**src/scan_candidate_table_rssi_sorted_defines.svh**
```systemverilog
// Assertion macros for the scan candidate table.
// Included by the RTL files that carry concurrent checks; no other dependencies.
`ifndef SCAN_CANDIDATE_TABLE_RSSI_SORTED_DEFINES_SVH
`define SCAN_CANDIDATE_TABLE_RSSI_SORTED_DEFINES_SVH
`ifndef SYNTHESIS
// same-cycle implication, disabled in reset
`define SCT_ASSERT_IMP(label, clk, rst_n, ante, cons) \
	label: assert property (@(posedge clk) disable iff (!rst_n) (ante) |-> (cons)) \
		else $error("sct check failed");
// next-cycle implication, disabled in reset
`define SCT_ASSERT_NXT(label, clk, rst_n, ante, cons) \
	label: assert property (@(posedge clk) disable iff (!rst_n) (ante) |=> (cons)) \
		else $error("sct check failed");
`else
`define SCT_ASSERT_IMP(label, clk, rst_n, ante, cons)
`define SCT_ASSERT_NXT(label, clk, rst_n, ante, cons)
`endif
`endif

```
**src/sct_pkg.sv**
```systemverilog
// Shared types and constants for the scan candidate table.
// No dependencies.
`default_nettype none
package sct_pkg;
	localparam int SCT_TABLE_DEPTH = 16;
	localparam int SCT_ADDR_W      = 48;
	localparam int SCT_RSSI_W      = 8;
	localparam int SCT_COUNT_OUT_W = 5;

	// op codes carried in s_tuser
	localparam logic SCT_OP_CLEAR = 1'b0;
	localparam logic SCT_OP_OFFER = 1'b1;

	typedef struct packed {
		logic                         kind;
		logic [SCT_ADDR_W-1:0]        addr;
		logic signed [SCT_RSSI_W-1:0] rssi;
	} entry_t;
endpackage
`default_nettype wire

```
**src/scan_candidate_table_rssi_sorted.sv**
```systemverilog
// Scan candidate table: sorted peer list with duplicate rejection.
// Depends on sct_pkg and scan_candidate_table_rssi_sorted_defines.svh.
//
//   channel  dir  tdata (low bit up)                              tuser
//   s_*      in   peer_kind[0] address[48:1] rssi[56:49] 0[63:57] op
//   m_*      out  entry_count[4:0] best_valid[5] best_kind[6]
//                 best_address[54:7] best_rssi[62:55] 0[63]       accepted,dup,full
//
// One word at a time. A clear goes from idle straight to the result state. An
// offer walks the table once through the single read port of the entry store,
// then shifts each weaker entry down one slot (read, write on the same port
// pair), then writes the new entry.
// s_tready is high only while idle; the result is held on m_* until taken.
// arst_n clears count and control; the entry store is not reset.
`default_nettype none
`include "scan_candidate_table_rssi_sorted_defines.svh"
module scan_candidate_table_rssi_sorted
	import sct_pkg::*;
#(
	parameter int TABLE_DEPTH = SCT_TABLE_DEPTH
) (
	input  wire logic        clk,
	input  wire logic        arst_n,
	input  wire logic        s_tvalid,
	output logic             s_tready,
	input  wire logic [63:0] s_tdata,   // peer_kind, peer_address, peer_rssi
	input  wire logic        s_tuser,   // op
	output logic             m_tvalid,
	input  wire logic        m_tready,
	output logic [63:0]      m_tdata,   // entry_count, best_valid, best_kind,
	                                    // best_address, best_rssi
	output logic [2:0]       m_tuser    // accepted, was_duplicate, was_full
);
	localparam int IDX_W = $clog2(TABLE_DEPTH);
	localparam int CNT_W = $clog2(TABLE_DEPTH + 1);

	localparam logic [2:0] ST_IDLE     = 3'd0;
	localparam logic [2:0] ST_SCAN     = 3'd1;
	localparam logic [2:0] ST_WAIT     = 3'd2;
	localparam logic [2:0] ST_DECIDE   = 3'd3;
	localparam logic [2:0] ST_SHIFT_RD = 3'd4;
	localparam logic [2:0] ST_SHIFT_WR = 3'd5;
	localparam logic [2:0] ST_INS      = 3'd6;
	localparam logic [2:0] ST_OUT      = 3'd7;

	logic [2:0]       state_q;
	logic [CNT_W-1:0] count_q;
	logic [CNT_W-1:0] pos_q;     // insert slot, first entry weaker than new
	logic             pos_found_q;
	logic [IDX_W-1:0] ridx_q;    // scan read pointer
	logic [IDX_W-1:0] widx_q;    // shift write pointer
	logic             acc_q;
	logic             dup_q;
	logic             full_q;
	entry_t           new_q;     // offered peer
	entry_t           best_q;    // shadow of slot 0

	// entry store: one write port, one registered read port
	entry_t           entry_store [TABLE_DEPTH];
	entry_t           rdata_q;
	logic [IDX_W-1:0] raddr;
	logic             we;
	logic [IDX_W-1:0] waddr;
	entry_t           wdata;

	// scan compare stage
	logic             rvld_s1;
	logic [IDX_W-1:0] cidx_s1;

	logic             in_fire;
	logic             best_valid;

	assign s_tready = (state_q == ST_IDLE);
	assign m_tvalid = (state_q == ST_OUT);
	assign in_fire  = s_tvalid && s_tready;

	assign raddr = (state_q == ST_SHIFT_RD) ? (widx_q - 1'b1) : ridx_q;
	assign we    = (state_q == ST_SHIFT_WR) || (state_q == ST_INS);
	assign waddr = (state_q == ST_SHIFT_WR) ? widx_q : pos_q[IDX_W-1:0];
	assign wdata = (state_q == ST_SHIFT_WR) ? rdata_q : new_q;

	always_ff @(posedge clk) begin
		if (we) begin
			entry_store[waddr] <= wdata;
		end
		rdata_q <= entry_store[raddr];
	end

	always_ff @(posedge clk or negedge arst_n) begin
		if (!arst_n) begin
			rvld_s1 <= 1'b0;
		end else begin
			rvld_s1 <= (state_q == ST_SCAN);
		end
	end

	always_ff @(posedge clk) begin
		cidx_s1 <= ridx_q;
	end

	always_ff @(posedge clk or negedge arst_n) begin
		if (!arst_n) begin
			state_q     <= ST_IDLE;
			count_q     <= '0;
			pos_q       <= '0;
			pos_found_q <= 1'b0;
			ridx_q      <= '0;
			widx_q      <= '0;
			acc_q       <= 1'b0;
			dup_q       <= 1'b0;
			full_q      <= 1'b0;
		end else begin
			// compare stage runs behind the scan reads
			if (rvld_s1) begin
				if (rdata_q.kind == new_q.kind && rdata_q.addr == new_q.addr) begin
					dup_q <= 1'b1;
				end
				if (!pos_found_q && rdata_q.rssi < new_q.rssi) begin
					pos_q       <= CNT_W'(cidx_s1);
					pos_found_q <= 1'b1;
				end
			end

			case (state_q)
				ST_IDLE: begin
					if (in_fire) begin
						acc_q       <= 1'b0;
						dup_q       <= 1'b0;
						full_q      <= 1'b0;
						pos_q       <= count_q;
						pos_found_q <= 1'b0;
						ridx_q      <= '0;
						if (s_tuser == SCT_OP_CLEAR) begin
							count_q <= '0;
							state_q <= ST_OUT;
						end else if (count_q == '0) begin
							state_q <= ST_DECIDE;
						end else begin
							state_q <= ST_SCAN;
						end
					end
				end
				ST_SCAN: begin
					ridx_q <= ridx_q + 1'b1;
					if (CNT_W'(ridx_q) == count_q - 1'b1) begin
						state_q <= ST_WAIT;
					end
				end
				ST_WAIT: begin
					state_q <= ST_DECIDE;
				end
				ST_DECIDE: begin
					widx_q <= count_q[IDX_W-1:0];
					if (dup_q) begin
						state_q <= ST_OUT;
					end else if (count_q >= CNT_W'(TABLE_DEPTH)) begin
						full_q  <= 1'b1;
						state_q <= ST_OUT;
					end else if (count_q == pos_q) begin
						state_q <= ST_INS;
					end else begin
						state_q <= ST_SHIFT_RD;
					end
				end
				ST_SHIFT_RD: begin
					state_q <= ST_SHIFT_WR;
				end
				ST_SHIFT_WR: begin
					widx_q <= widx_q - 1'b1;
					if ((widx_q - 1'b1) == pos_q[IDX_W-1:0]) begin
						state_q <= ST_INS;
					end else begin
						state_q <= ST_SHIFT_RD;
					end
				end
				ST_INS: begin
					count_q <= count_q + 1'b1;
					acc_q   <= 1'b1;
					state_q <= ST_OUT;
				end
				ST_OUT: begin
					if (m_tready) begin
						state_q <= ST_IDLE;
					end
				end
				default: begin
					state_q <= ST_IDLE;
				end
			endcase
		end
	end

	// payload registers: offered peer and slot 0 shadow
	always_ff @(posedge clk) begin
		if (in_fire) begin
			new_q.kind <= s_tdata[0];
			new_q.addr <= s_tdata[48:1];
			new_q.rssi <= s_tdata[56:49];
		end
		if (state_q == ST_INS && pos_q == '0) begin
			best_q <= new_q;
		end
	end

	assign best_valid = (count_q != '0);

	always_comb begin
		m_tdata        = '0;
		m_tdata[4:0]   = SCT_COUNT_OUT_W'(count_q);
		m_tdata[5]     = best_valid;
		m_tdata[6]     = best_valid ? best_q.kind : 1'b0;
		m_tdata[54:7]  = best_valid ? best_q.addr : '0;
		m_tdata[62:55] = best_valid ? best_q.rssi : '0;
		m_tuser        = {full_q, dup_q, acc_q};
	end

	`SCT_ASSERT_IMP(a_count_bound, clk, arst_n, 1'b1, count_q <= CNT_W'(TABLE_DEPTH))
	`SCT_ASSERT_IMP(a_one_outcome, clk, arst_n, m_tvalid, $countones(m_tuser) <= 1)
	`SCT_ASSERT_IMP(a_no_overlap, clk, arst_n, 1'b1, !(s_tready && m_tvalid))
	`SCT_ASSERT_NXT(a_ins_count, clk, arst_n, state_q == ST_INS,
		count_q == $past(count_q) + 1'b1)
	`SCT_ASSERT_IMP(a_full_refuse, clk, arst_n, m_tvalid && m_tuser[2],
		count_q == CNT_W'(TABLE_DEPTH))
endmodule
`default_nettype wire
```
**config.mk**
```make
export PLATFORM = sky130hd
export DESIGN_NAME = scan_candidate_table_rssi_sorted
export DESIGN_NICKNAME = d
export VERILOG_FILES = /design/src/sct_pkg.sv /design/src/scan_candidate_table_rssi_sorted.sv
export VERILOG_INCLUDE_DIRS = /design/src /design/src/src
export SDC_FILE = /design/constraint.sdc
export NUM_CORES = 1
export LEC_CHECK = 0
export BUFFER_PORTS_ARGS = -buffer_cell sky130_fd_sc_hd__buf_2
export CAP_MARGIN = 20
export CORE_MARGIN = 2
export CORE_UTILIZATION = 60
export CTS_CLUSTER_DIAMETER = 150
export CTS_CLUSTER_SIZE = 25
export DETAILED_ROUTE_END_ITERATION = 7
export GPL_ROUTABILITY_DRIVEN = 0
export PLACE_DENSITY_LB_ADDON = 0.08
export SLEW_MARGIN = 20
export SYNTH_ARGS = -nofsm -noshare
export SYNTH_HDL_FRONTEND = slang
export SYNTH_SLANG_ARGS = --single-unit
```
**constraint.sdc**
```tcl
create_clock -name clk -period 8.7 [get_ports clk]
set_clock_uncertainty 0.05 [all_clocks]
set_input_delay 1.305 -clock clk [delete_from_list [all_inputs] [get_ports clk]]
set_output_delay 1.305 -clock clk [all_outputs]
set_load 0.1 [all_outputs]
```
# Word level (Yosys, flattened, before mapping)
# Memories as Yosys holds them, arrays and structs flattened. A register that Yosys moved wholly into a read port is not among the register bits.
# Cells that the tools add are included.
# op_classes
n_mux,41
bitwise_logic,0
n_reduce_logical,19
shift,0
addsub,4
n_div,0
magnitude_cmp,2
n_mul,0
eq_ne,18
# ops
op,n
57-bit 2-to-1 mux,1
48-bit == test,1
48-bit 2-to-1 mux,1
5-bit 2-to-1 mux,6
3-bit case mux with 8 select lines,1
4-bit case mux with 2 select lines,2
1-bit 2-to-1 mux,14
"3-bit == test, second input constant",4
3-bit 2-to-1 mux,4
4-bit 2-to-1 mux,3
5-bit logical NOT,2
2-bit 2-to-1 mux,5
5-bit case mux with 2 select lines,1
8-bit less-than comparator,1
8-bit 2-to-1 mux,1
2-bit nonzero test,4
"3-bit by 2-bit == test with 1-bit output, second input constant",2
"2-bit by 1-bit != test with 1-bit output, second input constant",3
"2-bit != test, second input constant",3
3-bit AND reduction,2
"5-bit by 1-bit adder with 5-bit output, second input constant",1
4-bit by 5-bit == test with 1-bit output,1
5-bit == test,1
"5-bit greater-or-equal comparator, second input constant",1
14 further kinds,19
# word_totals
memories,1
romBits,0
output_inout_bits,69
register_bits,144
wordCells,102
ramBits,912
input_bits,69
latch_bits,0
# mem_list
name,words,width,rd,rd_clocked_by_memory_dff,wr,line_no,source
entry_store,16,57,1,1,1,scan_candidate_table_rssi_sorted.sv:59,entry_t entry_store [TABLE_DEPTH];

# Logic depth before layout (Yosys ltp)
# Gate-level depths: netlist of run 1.
# depth
ltp_word,6
depth_mapped,10
mapped_depth_nobuf,8

# Least setup slack after synthesis of run 1
# No wires, ideal clock.
# synth_path
path_kind,flip-flop to flip-flop
start,register state_q[2]
end,"register best_q[0] (netlist bit), enable pin"
setup_time_ns,0.542
n_path_buf,2
arrival_time_ns,4.950
path_stages_with_launch,5
period_less_slack_ns,5.542
slack_ns,3.158
required_ns,8.108
cell_sequence,dfrtp_1 clkbuf_1 clkbuf_1 nand2_1 nor3_1
# synth_via
elab_chain_len,2
# synth_lines
element,line_no,source
"start, declared",scan_candidate_table_rssi_sorted.sv:46,logic [2:0] state_q;
"start signal, assigned",scan_candidate_table_rssi_sorted.sv:103,state_q <= ST_IDLE;
"start signal, assigned",scan_candidate_table_rssi_sorted.sv:135,state_q <= ST_OUT;
"start signal, assigned",scan_candidate_table_rssi_sorted.sv:137,state_q <= ST_DECIDE;
3-bit == test,scan_candidate_table_rssi_sorted.sv:200,if (state_q == ST_INS && pos_q == '0) begin
1-bit logical AND,scan_candidate_table_rssi_sorted.sv:200,
"end signal, assigned",scan_candidate_table_rssi_sorted.sv:201,best_q <= new_q;
"end, declared",scan_candidate_table_rssi_sorted.sv:56,entry_t best_q;
# No other way between the ends.
# A chain may end at the register's enable or synchronous reset.

# Final worst setup path of run 1
# layout_path
start,register count_q[0]
end,output m_tdata[10]
# layout_via
elab_chain_len,2
# layout_lines
element,line_no,source
"start, declared",scan_candidate_table_rssi_sorted.sv:47,logic [CNT_W-1:0] count_q;
"start signal, assigned",scan_candidate_table_rssi_sorted.sv:177,count_q <= count_q + 1'b1;
5-bit nonzero test,scan_candidate_table_rssi_sorted.sv:205,assign best_valid = (count_q != '0);
48-bit 2-to-1 mux,scan_candidate_table_rssi_sorted.sv:212,m_tdata[54:7] = best_valid ? best_q.addr : '0;
"end, declared",scan_candidate_table_rssi_sorted.sv:30,"output logic [63:0] m_tdata,"
# No other way between the ends.

==> run metrics, run 1 <==
Worst EP required ~7.3 ns; Async S/R FF share, synth 0.0234; cell taking the most area after synthesis edfxtp_1; crit path launch count_q[0]; share of layout cells above drive strength 1 0.0901; synth unique cells 53; post-synth top area share 0.704; global-route usage over all layers 0.291; Yosys warnings 0; Synth Cell Area about 44000 um^2; Crit path arrival time 3.40 ns; fmax roughly 210 MHz; std cell rows just under 100; multi-input logic area 10200 um^2; Die Height around 270 um; top_reg_cell synth edfxtp_1; Synth Area per Inst approximately 13 um^2; Crit Path Category reg2out; commonest cells after routing, fill and taps aside 1026 x edfxtp_1, 945 x nand2_1, 695 x nand3_1, 129 x buf_2, 65 x nand4_1; RSZ-0062 raised after global routing false; final setup margin 3.95 ns; initial antenna violation count 2; Routed Antenna Nets 0; CTS tree yes; setup bufs post-CTS 0; antenna cell count 0; minimum clock period approximately 4.8 ns; Hold Startpoint acc_q; CTS Hold Buffers Added 0; FILL cells between 5000 and 6000; IO Pins roughly 140; Syn Nets 3485; Mapped Cells 3404; Register Area 32700 um^2; starting density of the core 0.609; Root Buffer clkbuf_16; FF+latch count, synth roughly 1100; Overflow after GRT 0; largest net degree at the start of global routing approximately 250; DRT Pass-1 Iters 5; Area Overhead vs Synth 6.66%; hpwl dp about 56 mm; die area roughly 75000 um^2; dpl ws approximately 4.4 ns; Total Wirelength roughly 110 mm; Synth area leaders edfxtp_1 70%, nand2_1 8.1%, nand3_1 8.0%; Critical Path Source Type flop; relative slew slack 0.246; DRC Markers 0; setup_tns 0 ns; CP Max Fanout 51; Worst R2R Path Depth 7; period utilization 0.546; Worst Max-Slew Pin Slew between 1 and 1.5 ns; H-tree depth 2; worst hold path class reg2reg; max cap viols 0; first-pass GRT wire length 161 mm; status finished clean; WL/cell between 20 and 25 um; number of DRC markers in iteration 0 between 3000 and 4000; Sinks on Clock Net ~1100; sequential area share after synthesis 0.747; IO buf count 129; Final #Nets roughly 3500; Core ar. 71900 um^2; vias in the first global route 25926; hold path depth 2; EDFF count, synth 1026; Die X between 200 and 300 um; R2R Path Start state_q[0]; Max Buffers Root-to-Sink 3; Worst-Skew Late Latency about 0.63 ns; CP Capture Type output port; max-slew violation count 0; vias per inst between 6 and 7; via count roughly 27000; Fin. Hold Viols 0; post-CTS resize count 0; CTS buffer count 50; clock slew at reported path FFs ~0.090 ns; Final Setup Violations 0; commonest non-fill, non-tap cell in the layout edfxtp_1
[critical path, stage by stage (launching register included)]
cell and delay (ns):
dfrtp_1 0.59, inv_1 0.14, ha_1 0.21, or4b_2 0.34, buf_4 0.58, and2_1 0.37
buf_2 0.48
[worst paths after layout]
path                       slack, ns            endpoint
setup reg to reg                4.34  entry_store[0][30]
min in group asynchronous       0.62            pos_q[4]
setup / recovery                3.95         m_tdata[10]
max in group asynchronous       7.58           widx_q[3]
hold reg to reg                 0.44               acc_q
hold / removal                  0.44               acc_q
[cell type report]
class	instances	area share
Sequential cell	1113	0.701
Multi-Input combinational cell	2049	0.218
Clock buffer	80	0.0297
Tap cell	950	0.0255
Timing Repair Buffer	176	0.0226
Inverter	33	0.00268
Clock inverter	2	0.000536
[per-layer routing]
layer / up-vias / track usage / routed length, um
met5: - / 0 / 0
met4: 0 / 0.0672 / 2370
met3: 156 / 0.0339 / 9550
met2: 1297 / 0.489 / 53200
met1: 13647 / 0.414 / 44400
li1: 12172 / - / -
[logic make-up (layout without fill, tap and decap cells)]
family | after synthesis | after routing | synth area share
buf+inv | 242 | 291 | 0.0245
other cells | 1 | 1 | 0.0000857
xor+xnor | 51 | 51 | 0.0102
simple gates | 1845 | 1845 | 0.188
compound gates | 81 | 81 | 0.0118
fa+ha+maj | 12 | 12 | 0.00343
flops | 1113 | 1113 | 0.747
mux | 59 | 59 | 0.0152
[synth_stat cells (8+ instances only)]
cell      count
dfrtp_1      26
xnor2_1      32
inv_1        33
dfxtp_1      61
and2_1       58
buf_1        18
ha_1         12
edfxtp_1   1026
nor4_1        9
a21oi_1      18
o22ai_1       9
xor2_1       19
nand2_1     946
buf_2       113
nand4_1      65
o21ai_0      23
nor2_1       43
mux2_2       52
clkbuf_1     72
nand3_1     695
nor3_1        8
[sequential cells by signal, indices dropped and copies added, names as in the netlist, 3 cells and up]
register	cells
pos_q	5
best_q	57
ridx_q	4
new_q	57
widx_q	4
state_q	3
rdata_q	57
entry_store	912
count_q	5
cidx_s1	4
[metrics by stage]
step / hold WS (ns) / cells / area, um^2 / utilization
6_report: 0.435 / 4403 / 46600 / 0.649
5_1_grt: 0.474 / 4403 / 46600 / 0.649
4_1_cts: 0.438 / 4402 / 46600 / 0.649
3_5_place_dp: 0.414 / 4320 / 45200 / 0.629
3_3_place_gp: 0.405 / 4320 / 45200 / 0.629
2_1_floorplan: 0.295 / 3404 / 43700 / -
Power of run 1 is left out: the tool's default activity adds up to more than one toggle a clock period on the data nets, which glitch-free logic cannot reach.
==> run 2, diff against run 1 <==
--- a/config.mk
+++ b/config.mk
@@ -6,10 +6,11 @@
 export SDC_FILE = /design/constraint.sdc
 export NUM_CORES = 1
 export LEC_CHECK = 0
+export ABC_AREA = 1
 export BUFFER_PORTS_ARGS = -buffer_cell sky130_fd_sc_hd__buf_2
 export CAP_MARGIN = 20
 export CORE_MARGIN = 2
-export CORE_UTILIZATION = 60
+export CORE_UTILIZATION = 56
 export CTS_CLUSTER_DIAMETER = 150
 export CTS_CLUSTER_SIZE = 25
 export DETAILED_ROUTE_END_ITERATION = 7
==> constraint.sdc (replaced) <==
create_clock -name clk -period 4.25 [get_ports clk]
set_clock_uncertainty 0.05 [all_clocks]
set_input_delay 0.6375 -clock clk [delete_from_list [all_inputs] [get_ports clk]]
set_output_delay 0.6375 -clock clk [all_outputs]
set_load 0.1 [all_outputs]
==> run metrics, run 2 <==
status finished clean; crit-path most repeated cell inv_1; FF-to-FF End entry_store[2][21]; EDFF count, synth around 1000; IO buf count between 100 and 150; most flop-heavy register entry_store; max cap viols 0; R2R Path Start state_q[1]; fmax 276 MHz; Crit path arrival time roughly 2.9 ns; Total Wirelength around 110 mm; r2r setup slk 1.22 ns; minimum clock period 3.62 ns; max-slew violation count 0; first-pass GRT wire length ~170 mm; most frequent cell after synthesis edfxtp_1; commonest non-fill, non-tap cell in the layout edfxtp_1; hpwl dp a little under 60 mm; die area between 80000 and 90000 um^2; Max Buffers Root-to-Sink 3; synth unique cells 40; post-synth top area share 0.694; Synth Cell Area 44400 um^2; RSZ-0062 raised after global routing false; CP Max Fanout around 60; power per cell area a little over 700 nW/um^2; top_reg_cell synth edfxtp_1; Worst Max-Slew Pin Slew slightly above 1 ns; commonest cells after routing, fill and taps aside 1026 x edfxtp_1, 612 x o21ai_0, 436 x nor2_1, 370 x nand2_1, 319 x inv_1; vias per inst between 5 and 6; Core ar. a little under 80000 um^2; Die X between 200 and 300 um; initial antenna violation count 2; Syn Nets approximately 3700; Worst EP required 3.56 ns; hold endpoint new_q[30]; sequential area share after synthesis 0.736; Final Setup Violations 0; crit path launch count_q[0]; Crit path max-delay family simple AND/OR/NAND/NOR gates; via count 28113; hold path depth 1; DRC Markers 0; critical path's slowest cell dfrtp_1; share of layout cells above drive strength 1 0.0877; Final Util 0.612; setup_tns 0 ns; CTS tree yes; FF+latch count, synth 1113; Worst-Skew Late Latency around 0.64 ns; Hold Startpoint s_tdata[23]; final setup margin around 0.63 ns; number of DRC markers in iteration 0 a little over 3000; FILL cells roughly 6000; WL/cell about 24 um; Worst R2R Path Depth 8; leakage power roughly 17 nW; CP Cell Sequence inv_1, ha_1, nand2_4, nand2_1, inv_1, buf_2; Peak VDD IR 598 uV; Post-synth top cells 1026 x edfxtp_1, 614 x o21ai_0, 453 x nor2_1, 371 x nand2_1, 320 x inv_1; Fin. Hold Viols 0; Routed Antenna Nets 0; Crit Path Category reg2out; Area Overhead vs Synth 8.48%; Async S/R FF share, synth 0.0234; period utilization 0.852; clock slew at reported path FFs ~0.1 ns; vias in the first global route around 27000; Worst path max stage delay roughly 0.62 ns; Sinks on Clock Net 1113; antenna cell count 0; number of flip-flops under the largest register name between 900 and 1000; relative slew slack 0.323; Synth area leaders edfxtp_1 69%, o21ai_0 6.9%, o211ai_1 3.9%; CP Capture Type output port; Overflow after GRT 0; std cell rows 103; Synth Area per Inst 12.4 um^2; Buf+Inv Stages, Crit Path 3; cell taking the most area after synthesis edfxtp_1; Pwr Total about 35 mW; Die Height 286 um; largest net degree at the start of global routing around 130; DRT Pass-1 Iters 5; setup bufs post-CTS 0; Final #Nets approximately 3700; dpl ws about 1.2 ns; Mapped Cells about 3600; H-tree depth 2; CTS buffer count 50; worst hold path class in2reg; Critical Path Source Type flop; global-route usage over all layers 0.275; starting density of the core 0.564; Root Buffer clkbuf_16; Yosys warnings 0; IO Pins 138
## run 2: cell count changes after synthesis, sizes merged, moves of 226 or more
cell / change
inv: +292
nand2: -573
nand3: -614
nor2: +411
o211ai: +226
o21ai: +685
## run 2: kinds of logic (layout without fill, tap and decap cells)
family                     after synthesis  in the layout  share of synthesized area
adders and majority gates               12             12                    0.00338
buffers and inverters                  538            654                     0.0497
DFF                                   1113           1113                      0.736
other                                    1              1                  0.0000844
AOI/OAI and AO/OA                      964            964                      0.123
and+or+nand+nor                        937            937                     0.0834
xor gates and xnor gates                23             23                    0.00454
## run 2: worst register-to-register path, cell delays in order (launching register included)
cell     delay (ns)
dfrtp_1        0.46
inv_1          0.15
nand3_4        0.18
nor2_1         0.20
a21oi_1        0.11
nor2_1         0.12
nand2_1        0.25
nor2_4         0.70
buf_12         0.45
## run 2: per-stage QoR
step,instance area (um^2),cells,hold WS (ns)
floorplan,44400,3588,0.292
global placement,46700,4660,0.390
detailed placement,46700,4660,0.392
CTS,48200,4754,0.0770
global route,48200,4754,0.0821
finish,48200,4754,0.114
## run 2: area by class of cell
cell class	instances	area (um^2)	share of cell area
Multi-Input combinational cell	1937	9710	0.202
Sequential cell	1113	32700	0.678
Timing Repair Buffer	236	1790	0.0371
Clock inverter	2	25.0	0.000519
Clock buffer	91	1430	0.0296
Tap cell	1050	1310	0.0273
Inverter	325	1230	0.0255
## run 2: worst max path at each step
| stage | end | slack, ns | depth (start not counted) |
|---|---|---|---|
| 3_3_place_gp | m_tdata[32] | 1.33 | 6 |
| 5_1_grt | m_tdata[35] | 0.37 | 6 |
| 4_1_cts | m_tdata[27] | 0.56 | 6 |
| 6_report | m_tdata[27] | 0.63 | 6 |
| 2_1_floorplan | entry_store[13][0] | 0.05 | 6 |
| 3_5_place_dp | entry_store[2][30] | 1.25 | 8 |
## run 2: where the power goes
part | internal, mW | switching (mW) | total, mW
registers | 14.1 | 0.523 | 14.6
logic | 3.58 | 11.4 | 15.0
clock network | 2.30 | 3.22 | 5.52
total | 19.9 | 15.1 | 35.1
## run 2: metal layers
metal / vias up / routed length [um] / GRT usage
met5: - / 0 / 0
met4: 0 / 2750 / 0.0737
met3: 167 / 8700 / 0.0291
met2: 1151 / 54000 / 0.454
met1: 13966 / 47100 / 0.396
li1: 12829 / - / -
## run 2: repair_timing
action	4_1_cts	5_1_grt
hold buffers	1	0
hold endpoints to repair	26	0
gates resized for setup	0	0
Power figures use the tool's default switching activity.
